File: src/sv/sspf_pkg.sv
`timescale 1ns / 1ps
// Shared types and constants for the servo status frame parser.
// Depends on nothing; every other file but sspf_ram refers to it by scoped names.

package sspf_pkg;

  localparam int MAX_LENGTH_FIELD = 20;
  localparam int MIN_LENGTH_FIELD = 2;
  localparam int STORE_DEPTH      = MAX_LENGTH_FIELD - MIN_LENGTH_FIELD;
  localparam int STORE_AW         = $clog2(STORE_DEPTH);
  localparam int CNT_W            = 5;
  localparam int BYTE_W           = 8;

  localparam logic [BYTE_W-1:0] HDR_BYTE = 8'hFF;

  // Configuration register indexes.
  localparam logic [0:0] CFG_EXPECTED_ID  = 1'b0;
  localparam logic [0:0] CFG_WANTED_COUNT = 1'b1;

  // Input item codes.
  localparam logic FUNC_BYTE  = 1'b0;
  localparam logic FUNC_START = 1'b1;

  typedef enum logic [2:0] {
    PH_HUNT,
    PH_ID,
    PH_LEN,
    PH_ERR,
    PH_DATA,
    PH_CHK,
    PH_DONE
  } phase_t;

  // Frame accepted: hand the delivery count to the drain unit.
  typedef struct packed {
    logic             fire;
    logic [CNT_W-1:0] count;
  } accept_t;

  // Drain progress, used by the parser to avoid overwriting unread entries.
  typedef struct packed {
    logic             busy;
    logic [CNT_W-1:0] rd_idx;
  } drain_stat_t;

endpackage

File: src/sv/servo_status_frame_parser.sv
`timescale 1ns / 1ps
// Top level of the servo status frame parser: configuration registers,
// parser, payload store and drain unit. Depends on sspf_pkg and all sspf_* modules.
//
// Usage: each input transaction carries one received UART byte (in_func low)
// or a start command (in_func high) that clears the parser for a new request.
// The parser hunts for two 0xFF header bytes, then takes id, length, error,
// payload and checksum. A frame with the expected id, a zero error byte, a
// good checksum and at least wanted_count payload bytes is delivered as
// wanted_count output transactions (data byte, index, last flag); all other
// frames are dropped without output. After a delivered frame, bytes are ignored
// until the next start.
// Throughput: one input transaction per cycle. The payload store is one
// 18-entry RAM with one write and one read port; the first output follows the
// checksum byte through the read index, RAM read and output registers, then one
// byte per cycle while the receiver does not stall. A stalled receiver holds
// the output register and a one-entry skid stage; input keeps flowing except
// when a new frame's payload write would overwrite an entry not yet read, which
// stalls the input side. Reset restores expected_id = 1 and wanted_count = 2,
// clears the parser and empties the output path. The store itself needs no
// clearing: results only read entries written by the frame being delivered.

module servo_status_frame_parser (
  input  logic                                clk,
  input  logic                                rst_n,
  input  logic                                in_valid,
  output logic                                in_stall,
  input  logic                                in_func,
  input  logic [sspf_pkg::BYTE_W-1:0]         in_rx_byte,
  output logic                                out_valid,
  input  logic                                out_stall,
  output logic [sspf_pkg::BYTE_W-1:0]         out_data_byte,
  output logic [sspf_pkg::CNT_W-1:0]          out_byte_index,
  output logic                                out_last,
  input  logic                                cfg_we,
  input  logic [0:0]                          cfg_index,
  input  logic [sspf_pkg::BYTE_W-1:0]         cfg_wdata
);

  logic [sspf_pkg::BYTE_W-1:0]   expected_id_r;
  logic [sspf_pkg::CNT_W-1:0]    wanted_count_r;

  sspf_pkg::accept_t             accept;
  sspf_pkg::drain_stat_t         drain_stat;
  logic                          wr_en;
  logic [sspf_pkg::STORE_AW-1:0] wr_addr;
  logic [sspf_pkg::BYTE_W-1:0]   wr_data;
  logic                          rd_en;
  logic [sspf_pkg::STORE_AW-1:0] rd_addr;
  logic [sspf_pkg::BYTE_W-1:0]   rd_data;

  // Configuration registers; the user must write them only while idle (unenforced).
  always_ff @(posedge clk) begin
    if (!rst_n) begin
      expected_id_r  <= 8'd1;
      wanted_count_r <= 5'd2;
    end else if (cfg_we) begin
      unique case (cfg_index)
        sspf_pkg::CFG_EXPECTED_ID:  expected_id_r  <= cfg_wdata;
        sspf_pkg::CFG_WANTED_COUNT: wanted_count_r <= cfg_wdata[sspf_pkg::CNT_W-1:0];
        default:                    expected_id_r  <= expected_id_r;
      endcase
    end
  end

  sspf_parser u_parser (
    .clk          (clk),
    .rst_n        (rst_n),
    .in_valid     (in_valid),
    .in_stall     (in_stall),
    .in_func      (in_func),
    .in_rx_byte   (in_rx_byte),
    .expected_id  (expected_id_r),
    .wanted_count (wanted_count_r),
    .drain_stat   (drain_stat),
    .accept       (accept),
    .wr_en        (wr_en),
    .wr_addr      (wr_addr),
    .wr_data      (wr_data)
  );

  sspf_ram #(
    .WIDTH (sspf_pkg::BYTE_W),
    .DEPTH (sspf_pkg::STORE_DEPTH)
  ) u_store (
    .clk     (clk),
    .wr_en   (wr_en),
    .wr_addr (wr_addr),
    .wr_data (wr_data),
    .rd_en   (rd_en),
    .rd_addr (rd_addr),
    .rd_data (rd_data)
  );

  sspf_drain u_drain (
    .clk            (clk),
    .rst_n          (rst_n),
    .accept         (accept),
    .drain_stat     (drain_stat),
    .rd_en          (rd_en),
    .rd_addr        (rd_addr),
    .rd_data        (rd_data),
    .out_valid      (out_valid),
    .out_stall      (out_stall),
    .out_data_byte  (out_data_byte),
    .out_byte_index (out_byte_index),
    .out_last       (out_last)
  );

`ifndef NO_ASSERTIONS
  a_out_index_range: assert property (@(posedge clk) disable iff (!rst_n)
    out_valid |-> (out_byte_index < sspf_pkg::CNT_W'(sspf_pkg::STORE_DEPTH)))
    else $error("delivered index beyond the payload store");

  a_last_matches_count: assert property (@(posedge clk) disable iff (!rst_n)
    (out_valid && out_last) |->
      (out_byte_index == wanted_count_r - sspf_pkg::CNT_W'(1)))
    else $error("last flag on the wrong delivered byte");

  a_stall_only_when_draining: assert property (@(posedge clk) disable iff (!rst_n)
    in_stall |-> drain_stat.busy)
    else $error("input stalled with no reads outstanding");
`endif

endmodule

File: src/sv/sspf_ram.sv
`timescale 1ns / 1ps
// Generic single-write, single-read synchronous RAM with a registered read.
// Standalone; no package dependency.

module sspf_ram #(
  parameter int WIDTH = 8,
  parameter int DEPTH = 18
) (
  input  logic                     clk,
  input  logic                     wr_en,
  input  logic [$clog2(DEPTH)-1:0] wr_addr,
  input  logic [WIDTH-1:0]         wr_data,
  input  logic                     rd_en,
  input  logic [$clog2(DEPTH)-1:0] rd_addr,
  output logic [WIDTH-1:0]         rd_data
);

  logic [WIDTH-1:0] mem_r [DEPTH];

  always_ff @(posedge clk) begin
    if (wr_en) begin
      mem_r[wr_addr] <= wr_data;
    end
    if (rd_en) begin
      rd_data <= mem_r[rd_addr];
    end
  end

endmodule

File: src/sv/sspf_parser.sv
`timescale 1ns / 1ps
// Header hunt and frame field parser; writes payload bytes to the store.
// Depends on sspf_pkg.

module sspf_parser (
  input  logic                          clk,
  input  logic                          rst_n,
  input  logic                          in_valid,
  output logic                          in_stall,
  input  logic                          in_func,
  input  logic [sspf_pkg::BYTE_W-1:0]   in_rx_byte,
  input  logic [sspf_pkg::BYTE_W-1:0]   expected_id,
  input  logic [sspf_pkg::CNT_W-1:0]    wanted_count,
  input  sspf_pkg::drain_stat_t         drain_stat,
  output sspf_pkg::accept_t             accept,
  output logic                          wr_en,
  output logic [sspf_pkg::STORE_AW-1:0] wr_addr,
  output logic [sspf_pkg::BYTE_W-1:0]   wr_data
);

  sspf_pkg::phase_t phase_r, phase_nxt;
  logic                         prev_sync_r, prev_sync_nxt;
  logic [sspf_pkg::BYTE_W-1:0]  ident_r, ident_nxt;
  logic [sspf_pkg::CNT_W-1:0]   length_r, length_nxt;
  logic [sspf_pkg::BYTE_W-1:0]  status_r, status_nxt;
  logic [sspf_pkg::CNT_W-1:0]   count_r, count_nxt;
  logic [sspf_pkg::BYTE_W-1:0]  sum_r, sum_nxt;

  logic                         in_fire;
  logic                         is_start;
  logic                         len_bad;
  logic                         chk_pass;
  logic [sspf_pkg::CNT_W-1:0]   len_m2;
  logic [sspf_pkg::CNT_W-1:0]   count_inc;
  logic [sspf_pkg::BYTE_W-1:0]  sum_add;

  // Hold off a payload write whose entry the drain has not read yet.
  assign in_stall = drain_stat.busy && (phase_r == sspf_pkg::PH_DATA) &&
                    (count_r >= drain_stat.rd_idx);
  assign in_fire  = in_valid && !in_stall;
  assign is_start = (in_func == sspf_pkg::FUNC_START);

  assign len_bad   = (in_rx_byte < sspf_pkg::BYTE_W'(sspf_pkg::MIN_LENGTH_FIELD)) ||
                     (in_rx_byte > sspf_pkg::BYTE_W'(sspf_pkg::MAX_LENGTH_FIELD));
  assign len_m2    = length_r - sspf_pkg::CNT_W'(sspf_pkg::MIN_LENGTH_FIELD);
  assign count_inc = count_r + sspf_pkg::CNT_W'(1);
  assign sum_add   = sum_r + in_rx_byte;
  assign chk_pass  = (ident_r == expected_id) && (status_r == '0) &&
                     (in_rx_byte == ~sum_r) && (len_m2 >= wanted_count) &&
                     (wanted_count <= sspf_pkg::CNT_W'(sspf_pkg::STORE_DEPTH));

  always_comb begin
    phase_nxt = phase_r;
    if (in_fire) begin
      if (is_start) begin
        phase_nxt = sspf_pkg::PH_HUNT;
      end else begin
        unique case (phase_r)
          sspf_pkg::PH_ID:   phase_nxt = sspf_pkg::PH_LEN;
          sspf_pkg::PH_LEN: begin
            if (!len_bad) begin
              phase_nxt = sspf_pkg::PH_ERR;
            end else if (ident_r == sspf_pkg::HDR_BYTE) begin
              phase_nxt = sspf_pkg::PH_LEN;
            end else begin
              phase_nxt = sspf_pkg::PH_HUNT;
            end
          end
          sspf_pkg::PH_ERR: begin
            phase_nxt = (length_r > sspf_pkg::CNT_W'(sspf_pkg::MIN_LENGTH_FIELD)) ?
                        sspf_pkg::PH_DATA : sspf_pkg::PH_CHK;
          end
          sspf_pkg::PH_DATA: begin
            phase_nxt = (count_inc >= len_m2) ? sspf_pkg::PH_CHK : sspf_pkg::PH_DATA;
          end
          sspf_pkg::PH_CHK:  phase_nxt = chk_pass ? sspf_pkg::PH_DONE : sspf_pkg::PH_HUNT;
          sspf_pkg::PH_DONE: phase_nxt = sspf_pkg::PH_DONE;
          default: begin
            phase_nxt = (prev_sync_r && (in_rx_byte == sspf_pkg::HDR_BYTE)) ?
                        sspf_pkg::PH_ID : sspf_pkg::PH_HUNT;
          end
        endcase
      end
    end
  end

  always_comb begin
    prev_sync_nxt = prev_sync_r;
    ident_nxt     = ident_r;
    length_nxt    = length_r;
    status_nxt    = status_r;
    count_nxt     = count_r;
    sum_nxt       = sum_r;
    accept        = '0;
    wr_en         = 1'b0;
    wr_addr       = count_r[sspf_pkg::STORE_AW-1:0];
    wr_data       = in_rx_byte;
    if (in_fire) begin
      if (is_start) begin
        prev_sync_nxt = 1'b0;
        ident_nxt     = '0;
        length_nxt    = '0;
        status_nxt    = '0;
        count_nxt     = '0;
        sum_nxt       = '0;
      end else begin
        unique case (phase_r)
          sspf_pkg::PH_ID: begin
            ident_nxt = in_rx_byte;
            sum_nxt   = in_rx_byte;
          end
          sspf_pkg::PH_LEN: begin
            if (!len_bad) begin
              length_nxt = in_rx_byte[sspf_pkg::CNT_W-1:0];
              sum_nxt    = sum_add;
            end else if (ident_r == sspf_pkg::HDR_BYTE) begin
              // The old length byte becomes the id of a frame that starts one byte later.
              ident_nxt = in_rx_byte;
              sum_nxt   = in_rx_byte;
            end else begin
              prev_sync_nxt = (in_rx_byte == sspf_pkg::HDR_BYTE);
            end
          end
          sspf_pkg::PH_ERR: begin
            status_nxt = in_rx_byte;
            sum_nxt    = sum_add;
            count_nxt  = '0;
          end
          sspf_pkg::PH_DATA: begin
            wr_en     = 1'b1;
            sum_nxt   = sum_add;
            count_nxt = count_inc;
          end
          sspf_pkg::PH_CHK: begin
            if (chk_pass) begin
              accept.fire  = 1'b1;
              accept.count = wanted_count;
            end else begin
              prev_sync_nxt = 1'b0;
            end
          end
          sspf_pkg::PH_DONE: begin
            prev_sync_nxt = prev_sync_r;
          end
          default: begin
            prev_sync_nxt = !(prev_sync_r && (in_rx_byte == sspf_pkg::HDR_BYTE)) &&
                            (in_rx_byte == sspf_pkg::HDR_BYTE);
          end
        endcase
      end
    end
  end

  always_ff @(posedge clk) begin
    if (!rst_n) begin
      phase_r     <= sspf_pkg::PH_HUNT;
      prev_sync_r <= 1'b0;
      ident_r     <= '0;
      length_r    <= '0;
      status_r    <= '0;
      count_r     <= '0;
      sum_r       <= '0;
    end else begin
      phase_r     <= phase_nxt;
      prev_sync_r <= prev_sync_nxt;
      ident_r     <= ident_nxt;
      length_r    <= length_nxt;
      status_r    <= status_nxt;
      count_r     <= count_nxt;
      sum_r       <= sum_nxt;
    end
  end

`ifndef NO_ASSERTIONS
  a_write_not_ahead: assert property (@(posedge clk) disable iff (!rst_n)
    wr_en |-> !(drain_stat.busy && (count_r >= drain_stat.rd_idx)))
    else $error("payload write would overtake the drain");

  a_accept_from_chk: assert property (@(posedge clk) disable iff (!rst_n)
    accept.fire |-> (phase_r == sspf_pkg::PH_CHK) && in_fire)
    else $error("frame accepted outside the checksum phase");

  a_accept_to_done: assert property (@(posedge clk) disable iff (!rst_n)
    accept.fire |=> (phase_r == sspf_pkg::PH_DONE))
    else $error("accepted frame did not park the parser");

  a_write_in_range: assert property (@(posedge clk) disable iff (!rst_n)
    wr_en |-> (count_r < sspf_pkg::CNT_W'(sspf_pkg::STORE_DEPTH)))
    else $error("payload write beyond the store");
`endif

endmodule

File: src/sv/sspf_drain.sv
`timescale 1ns / 1ps
// Reads the payload store for an accepted frame and delivers the bytes
// through an output register with a skid stage. Depends on sspf_pkg.

module sspf_drain (
  input  logic                          clk,
  input  logic                          rst_n,
  input  sspf_pkg::accept_t             accept,
  output sspf_pkg::drain_stat_t         drain_stat,
  output logic                          rd_en,
  output logic [sspf_pkg::STORE_AW-1:0] rd_addr,
  input  logic [sspf_pkg::BYTE_W-1:0]   rd_data,
  output logic                          out_valid,
  input  logic                          out_stall,
  output logic [sspf_pkg::BYTE_W-1:0]   out_data_byte,
  output logic [sspf_pkg::CNT_W-1:0]    out_byte_index,
  output logic                          out_last
);

  logic [sspf_pkg::CNT_W-1:0]  rd_idx_r, rd_idx_nxt;
  logic [sspf_pkg::CNT_W-1:0]  cnt_r, cnt_nxt;
  logic                        pend_r;
  logic [sspf_pkg::CNT_W-1:0]  pend_idx_r;
  logic                        pend_last_r;
  logic                        out_valid_r;
  logic [sspf_pkg::BYTE_W-1:0] out_data_r;
  logic [sspf_pkg::CNT_W-1:0]  out_idx_r;
  logic                        out_last_r;
  logic                        skid_valid_r;
  logic [sspf_pkg::BYTE_W-1:0] skid_data_r;
  logic [sspf_pkg::CNT_W-1:0]  skid_idx_r;
  logic                        skid_last_r;

  logic                        busy;
  logic                        take;
  logic                        out_free;
  logic [1:0]                  occ;
  logic [1:0]                  occ_after;
  logic                        issue;
  logic [sspf_pkg::CNT_W-1:0]  idx_inc;

  assign busy      = (rd_idx_r < cnt_r);
  assign take      = out_valid_r && !out_stall;
  assign out_free  = !out_valid_r || take;
  assign occ       = 2'(out_valid_r) + 2'(skid_valid_r) + 2'(pend_r);
  assign occ_after = occ - 2'(take);
  assign issue     = busy && (occ_after < 2'd2);
  assign idx_inc   = rd_idx_r + sspf_pkg::CNT_W'(1);

  assign rd_en   = issue;
  assign rd_addr = rd_idx_r[sspf_pkg::STORE_AW-1:0];

  assign drain_stat.busy   = busy;
  assign drain_stat.rd_idx = rd_idx_r;

  always_comb begin
    rd_idx_nxt = rd_idx_r;
    cnt_nxt    = cnt_r;
    if (accept.fire) begin
      rd_idx_nxt = '0;
      cnt_nxt    = accept.count;
    end else if (issue) begin
      rd_idx_nxt = idx_inc;
    end
  end

  always_ff @(posedge clk) begin
    if (!rst_n) begin
      rd_idx_r     <= '0;
      cnt_r        <= '0;
      pend_r       <= 1'b0;
      out_valid_r  <= 1'b0;
      skid_valid_r <= 1'b0;
    end else begin
      rd_idx_r <= rd_idx_nxt;
      cnt_r    <= cnt_nxt;
      pend_r   <= issue;
      if (out_free) begin
        if (skid_valid_r) begin
          out_valid_r  <= 1'b1;
          skid_valid_r <= pend_r;
        end else begin
          out_valid_r  <= pend_r;
        end
      end else if (pend_r) begin
        skid_valid_r <= 1'b1;
      end
    end
  end

  // Payload registers, no reset.
  always_ff @(posedge clk) begin
    if (issue) begin
      pend_idx_r  <= rd_idx_r;
      pend_last_r <= (idx_inc == cnt_r);
    end
    if (out_free) begin
      if (skid_valid_r) begin
        out_data_r  <= skid_data_r;
        out_idx_r   <= skid_idx_r;
        out_last_r  <= skid_last_r;
        skid_data_r <= rd_data;
        skid_idx_r  <= pend_idx_r;
        skid_last_r <= pend_last_r;
      end else begin
        out_data_r  <= rd_data;
        out_idx_r   <= pend_idx_r;
        out_last_r  <= pend_last_r;
      end
    end else if (pend_r) begin
      skid_data_r <= rd_data;
      skid_idx_r  <= pend_idx_r;
      skid_last_r <= pend_last_r;
    end
  end

  assign out_valid      = out_valid_r;
  assign out_data_byte  = out_data_r;
  assign out_byte_index = out_idx_r;
  assign out_last       = out_last_r;

`ifndef NO_ASSERTIONS
  a_skid_has_room: assert property (@(posedge clk) disable iff (!rst_n)
    !(pend_r && skid_valid_r && !out_free))
    else $error("read data arrived with output and skid both full");

  a_skid_behind_out: assert property (@(posedge clk) disable iff (!rst_n)
    skid_valid_r |-> out_valid_r)
    else $error("skid stage holds data while output register is empty");

  a_issue_in_range: assert property (@(posedge clk) disable iff (!rst_n)
    issue |-> (rd_idx_r < sspf_pkg::CNT_W'(sspf_pkg::STORE_DEPTH)))
    else $error("store read beyond its depth");

  a_no_accept_while_busy: assert property (@(posedge clk) disable iff (!rst_n)
    accept.fire |-> !busy)
    else $error("new frame accepted while previous reads still pending");
`endif

endmodule

File: config.mk
export PLATFORM = sky130hd
export DESIGN_NAME = servo_status_frame_parser
export DESIGN_NICKNAME = d
export VERILOG_FILES = /design/src/sv/sspf_pkg.sv /design/src/sv/servo_status_frame_parser.sv /design/src/sv/sspf_ram.sv /design/src/sv/sspf_parser.sv /design/src/sv/sspf_drain.sv
export SDC_FILE = /design/constraint.sdc
export NUM_CORES = 1
export LEC_CHECK = 0
export ABC_AREA = 1
export BUFFER_PORTS_ARGS = -buffer_cell sky130_fd_sc_hd__buf_2
export CAP_MARGIN = 20
export CELL_PAD_IN_SITES_DETAIL_PLACEMENT = 1
export CELL_PAD_IN_SITES_GLOBAL_PLACEMENT = 1
export CORE_ASPECT_RATIO = 0.6
export CORE_UTILIZATION = 49
export DETAILED_ROUTE_END_ITERATION = 8
export PLACE_DENSITY_LB_ADDON = 0.1
export SETUP_SLACK_MARGIN = 0.1
export SLEW_MARGIN = 20
export SYNTH_ARGS = -nofsm -noshare
export SYNTH_HDL_FRONTEND = slang
export SYNTH_SLANG_ARGS = --single-unit
export TNS_END_PERCENT = 10
File: constraint.sdc
create_clock -name clk -period 3.7 [get_ports clk]
set_input_delay 0.185 -clock clk [delete_from_list [all_inputs] [get_ports clk]]
set_output_delay 0.185 -clock clk [all_outputs]
set_load 0.05 [all_outputs]
* Word-level counts from Yosys, hierarchy flattened
Memories as Yosys holds them, arrays and structs flattened. A register that Yosys moved wholly into a read port is not among the register bits.
Index checks and enable logic that the tools add are counted.
** Cells by class
- Bitwise gates (word level) :: 3
- $lt $le $gt $ge :: 9
- Multiplexer cells :: 52
- Eq/ne operators :: 19
- Reductions and logical operators :: 36
- $add $sub $neg :: 7
** Operators by type and width (number)
- 2-to-1 mux 8 bit :: 11
- 2-to-1 mux 5 bit :: 8
- 2-to-1 mux 6 bit :: 4
- case mux 8 bit (3 select lines) :: 1
- 2-to-1 mux 1 bit :: 20
- case mux 3 bit (6 select lines) :: 1
- equality test 8 bit :: 2
- equality test 8 bit (second input constant) :: 2
- case mux 8 bit (2 select lines) :: 1
- >= comparator 5 bit :: 3
- logical AND 1 bit :: 11
- adder 5 x 1 -> 5 bit (second input constant) :: 2
- case mux 5 bit (2 select lines) :: 1
- AND reduction 2 bit :: 5
- equality test 3 bit (second input constant) :: 3
- 2-to-1 mux 3 bit :: 3
- adder 8 bit :: 1
- greater-than comparator 8 x 5 -> 1 bit (second input constant) :: 1
- logical NOT 8 bit :: 1
- less-than comparator 8 x 2 -> 1 bit (second input constant) :: 1
- NOT 8 bit :: 1
- equality test 3 x 2 -> 1 bit (second input constant) :: 2
- inequality test 3 x 2 -> 1 bit (second input constant) :: 2
- inequality test 3 bit (second input constant) :: 2
- 26 further kinds :: 37
** Storage, ports and cells
- Bits in writable memories :: 144
- Output and inout bits :: 16
- Memories kept :: 1
- Flip-flop bits (word level) :: 98
- Input port bits :: 23
- Word-level logic and storage cells :: 149
** Memories
- u_store.mem_r :: depth 18, width 8, rd ports 1, clocked after Yosys merged registers in 1, write ports 1, RTL line sspf_ram.sv:18 : logic [WIDTH-1:0] mem_r [DEPTH];

* Longest topological paths before layout
- Word-level depth :: 10
- Mapped depth :: 18
- Depth with buffers taken out :: 14

* Hierarchy
Synthesis repeated with hierarchy kept, for this count alone.
** Unflattened totals
- Cell total of the unflattened synthesis :: 1357
- Area total of the unflattened synthesis :: 12135.4 um^2
** By module, submodules not included
- sspf_ram :: area each 6556.3 um^2, sequential area each 4564.4 um^2, cells each 616, times used 1
- sspf_parser :: area each 2996.6 um^2, sequential area each 760.7 um^2, cells each 459, times used 1
- sspf_drain :: area each 2063.2 um^2, sequential area each 1281.2 um^2, cells each 209, times used 1
- servo_status_frame_parser :: area each 519.2 um^2, sequential area each 260.2 um^2, cells each 73, times used 1

* Worst setup path after synthesis
OpenSTA, ideal clock, no wires.
- Path kind :: reg2reg
- Start point :: register u_drain.rd_idx_r, in the netlist u_drain.rd_addr[4]
- End point :: memory u_store.mem_r[16][0] (enable)
- Buffers on the path :: 1
- Cell stages (with the launch flop) :: 13
- Setup slack :: 853 ps
- Required time :: 3330 ps
- Data arrival time :: 2477 ps
- Setup time :: 370 ps
- Clock period less this slack :: 2847 ps
- Cells stage by stage :: dfxtp_1 -> clkbuf_1 -> clkinv_1 -> ha_1 -> nand2_1 -> inv_1 -> a21oi_1 -> nand3_1 -> nand2_2 -> nand2_4 -> nor3_4 -> nand2_1 -> nor2_1
** On the way
- Word-level cells in the longest chain between the ends :: 8
- Elaborated cells between the ends (all ways) :: 9
- Those cells by class :: order compare (2); mux (3); reduce/logical (4)
** RTL lines
- start: declaration :: RTL line sspf_drain.sv:20 : logic [sspf_pkg::CNT_W-1:0] rd_idx_r, rd_idx_nxt;
- start signal: assignment :: RTL line sspf_drain.sv:75 : rd_idx_r <= rd_idx_nxt;
- less-than comparator 5 bit :: RTL line sspf_drain.sv:42 : assign busy = (rd_idx_r < cnt_r);
- logical AND 1 bit :: RTL line sspf_parser.sv:38 : assign in_stall = drain_stat.busy && (phase_r == sspf_pkg::PH_DATA) &&
- logical AND 1 bit * :: RTL line sspf_parser.sv:38
- logical NOT 1 bit * :: RTL line sspf_parser.sv:40 : assign in_fire = in_valid && !in_stall;
- logical AND 1 bit * :: RTL line sspf_parser.sv:40
- 2-to-1 mux 1 bit * :: RTL line sspf_parser.sv:98 : if (in_fire) begin
- 2-to-1 mux 1 bit * :: RTL line sspf_ram.sv:21 : if (wr_en) begin
- 2-to-1 mux 1 bit (implied by the code) * :: RTL line sspf_ram.sv:22 : mem_r[wr_addr] <= wr_data;
- end: declaration :: RTL line sspf_ram.sv:18
Mark *: on every way between the ends. The rest lies on a longest branch, timed or not.

* Worst setup path in the final report
- Start point :: register u_drain.rd_idx_r, in the netlist u_drain.rd_addr[2]
- End point :: memory u_store.mem_r[17][3] (enable)
Same word-level chain as after synthesis.

==> results.cfg <==
[status]
status = finished clean

[worst_setup_path]
end_kind = flip-flop
path_class = flip-flop to flip-flop
cpLargestDelayFamily = simple AND/OR/NAND/NOR gates
worst_path_most_repeated_cell = nand2_1
path_buf_inv = 1
worstSetupStartpointType = flip-flop
worst-path-max-fanout = 12
crit_chain = clkinv_1 > ha_1 > nand2_1 > nand2_1 > a21oi_1 > nand3_1 > nand2_2 > nand2_4 > nor3_4 > nand2_1 > nor2_1
critPathRequiredTime_ns = 3.86
worstPathArrival_ns = 3.53
cpPeakStageDelay_ns = 0.66
cp_slowest_cell = nor2_1

[clock_network]
clockRootBuffer = clkbuf_16
cts_made_buffers = 24
htreeDepth = 1
postCtsSetupRepairBufs = 0
clk_pin_slew_ns = 0.07
clk_latency_ns = 0.53
cts_tree = yes
cts_sinks = 250
clockBufferDepth = 3

[cells_and_area]
drive_gt1_share_pct = 10.5
nNetsFinal = 1230
final_cell_area_um2 = 12600
antenna_cells = 0
area_delta_synth_final_pct = 12.7
fillCellCount = 2478

[synth]
syn_avg_cell_area_um2 = 9.97
yosys_warnings = 0
synth_most_common_cell = nand2_1
ys_top_cells_by_area = edfxtp_1 (50%), dfxtp_1 (11%), nand2_1 (6.6%)
ys_types = 39
synth.yosys.seq_area_share_pct = 61.3
syn_nets = 1183
synth_top_area_share_pct = 49.8
ys.flop_type = edfxtp_1
synth_area_leader_cell = edfxtp_1
ys_ff_latch = 250
syn_inst = 1124
synthArstFlopShare_pct = 0
yosys-top-cells-count = nand2_1 (197), edfxtp_1 (186), nor2_1 (166)
synth_edf_count = 186
synth.cell_area_um2 = 11200

[routing]
vias = 8519
drt_first_pass_iters = 5
initialDrtViolationCount = 866
drt-vias-per-instance = 5.69
wirelength_um = 32500
ant_nets = 0
drc = 0
avgRoutedWirePerCell_um = 21.7

[placed_design]
gp_congestion = 0.854
dpl_worst_slack_ns = 0.374
place_area_um2 = 11700
io_buffer_count = 38
hpwlAfterDp_um = 22600

[timing]
timing.slew.headroom_pct = 40.7
worst_pin_slew_ns = 0.885
fin_skew_ns = 0.0124
setup_ws_ns = 0.326
maxSlewViolCount = 0
setup-violations-final = 0
setup_tns_ns = 0
period_share_pct = 91.2
rsz0062_at_grt = yes
fin_crit_ns = 3.37
finalHoldViolCount = 0
whs_ns = 0.0840
fmax_mhz = 296

[grt]
grt-ovfl-total = 0
grt_pass1_wl_um = 50100
grt_max_degree = 74
track_usage_pct = 28.4
antenna_found_initial = 0
grt_pass1_vias = 8370

[die]
die_h_um = 119
core-area_um2 = 22200
dieWidth_um = 197
rows = 42
start_util_pct = 50.4
io_pins = 39
die_area_um2 = 23500

[pwr]
power.leakage_nw = 4.76
ir_worst_vdd_mv = 0.431
total_power_w = 0.00600
p_per_area_nw_per_um2 = 475

[hold_path]
hp-class = primary input to flip-flop

[flow_run]
max_cap_violations = 0
[sequential cells by signal (all words and copies together), names as in the netlist, 3 cells and up]
signal / cells
u_drain.rd_addr: 5
u_parser.phase_r: 3
u_parser.ident_r: 8
wanted_count_r: 5
u_parser.status_r: 8
u_drain.out_data_byte: 8
u_store.mem_r: 144
u_parser.length_r: 5
u_parser.wr_addr: 5
expected_id_r: 8
u_drain.out_byte_index: 5
u_parser.sum_r: 8
u_store.rd_data: 8
u_drain.skid_idx_r: 5
u_drain.pend_idx_r: 5
u_drain.skid_data_r: 8
u_drain.cnt_r: 5
[cell type report]
| type | instances | area [µm²] | area share [%] |
|---|---|---|---|
| multi-input cells | 739 | 3810 | 30.2 |
| well taps | 308 | 385 | 3.05 |
| inverters | 92 | 348 | 2.75 |
| repair buffers | 64 | 405 | 3.21 |
| flip-flops and latches | 250 | 6870 | 54.4 |
| clock buffers | 36 | 697 | 5.52 |
| clock inverters | 8 | 119 | 0.941 |
[layout by cell type (no fill, tap or decap), types with 2 or more instances in the layout]
master	instances
a21oi_1	55
a31oi_1	4
buf_2	38
buf_4	18
bufinv_16	3
clkbuf_1	8
clkbuf_16	25
clkbuf_8	3
clkinv_1	8
dfxtp_1	63
dlygate4sd3_1	8
edfxtp_1	186
ha_1	35
inv_1	76
inv_2	10
nand2_1	197
nand2_2	7
nand2_4	2
nand3_1	51
nand3_2	2
nand4_1	16
nor2_1	165
nor2_2	6
nor2_4	2
nor3_1	5
nor3_4	2
nor4_1	2
o211ai_1	4
o21ai_0	111
o21ai_1	16
o221ai_1	22
o22ai_1	10
or2_2	2
xnor2_1	5
xor2_1	12
[cells by family (layout without fill, tap and decap cells)]
kind of cell | count (synthesis) | after routing | share of synthesized area, %
flops | 250 | 250 | 61.3
buf+inv | 135 | 200 | 4.79
xor+xnor | 17 | 17 | 1.33
fa+ha+maj | 36 | 36 | 4.08
compound gates | 226 | 226 | 11.2
simple gates | 460 | 460 | 17.4
[layer usage]
metal  global-route usage, %  up-vias  part of all wire, %
met5                       0        -                    0
met4                    4.02        0                 0.91
met3                    6.46       30                  9.1
met2                    39.8      334                   41
met1                    45.3     4172                   49
li1                        -     3983                    -
[where the power goes]
group	total, W	switching, W	leakage, nW	internal, W
Sequential	0.00305	0.0000245	2.22	0.00303
Combinational	0.000367	0.000253	2.15	0.000115
Clock	0.00258	0.00107	0.395	0.00151
[per-stage QoR]
step                instances  utilization (%)
finish                   1497             56.8
global route             1497             56.8
CTS                      1497             56.8
detailed placement       1445             52.8
global placement         1445             52.8
floorplan                1124                -
[final timing paths]
path / start / to / slack [ns] / depth (start not counted)
max reg2reg: u_drain.rd_addr[2] / u_store.mem_r[17][3] / 0.33 / 11
max: u_drain.rd_addr[2] / u_store.mem_r[17][3] / 0.33 / 11
min: cfg_index / expected_id_r[0] / 0.08 / 3
min reg2reg: u_parser.status_r[6] / u_parser.status_r[6] / 0.45 / 2
[what timing repair did]
action / in CTS / in global routing
endpoints found under the setup margin: 0 / 8
hold buffers: 8 / 0
endpoints found under the hold margin: 9 / 0
gates resized for setup: 0 / 1
[worst reg2reg max path, cell delays in order (launching register included)]
cell	delay, ns
dfxtp_1	0.59
clkinv_1	0.17
ha_1	0.37
nand2_1	0.07
nand2_1	0.04
a21oi_1	0.13
nand3_1	0.10
nand2_2	0.13
nand2_4	0.09
nor3_4	0.29
nand2_1	0.39
nor2_1	0.66
No activity file was read; power rests on OpenSTA's default activity.
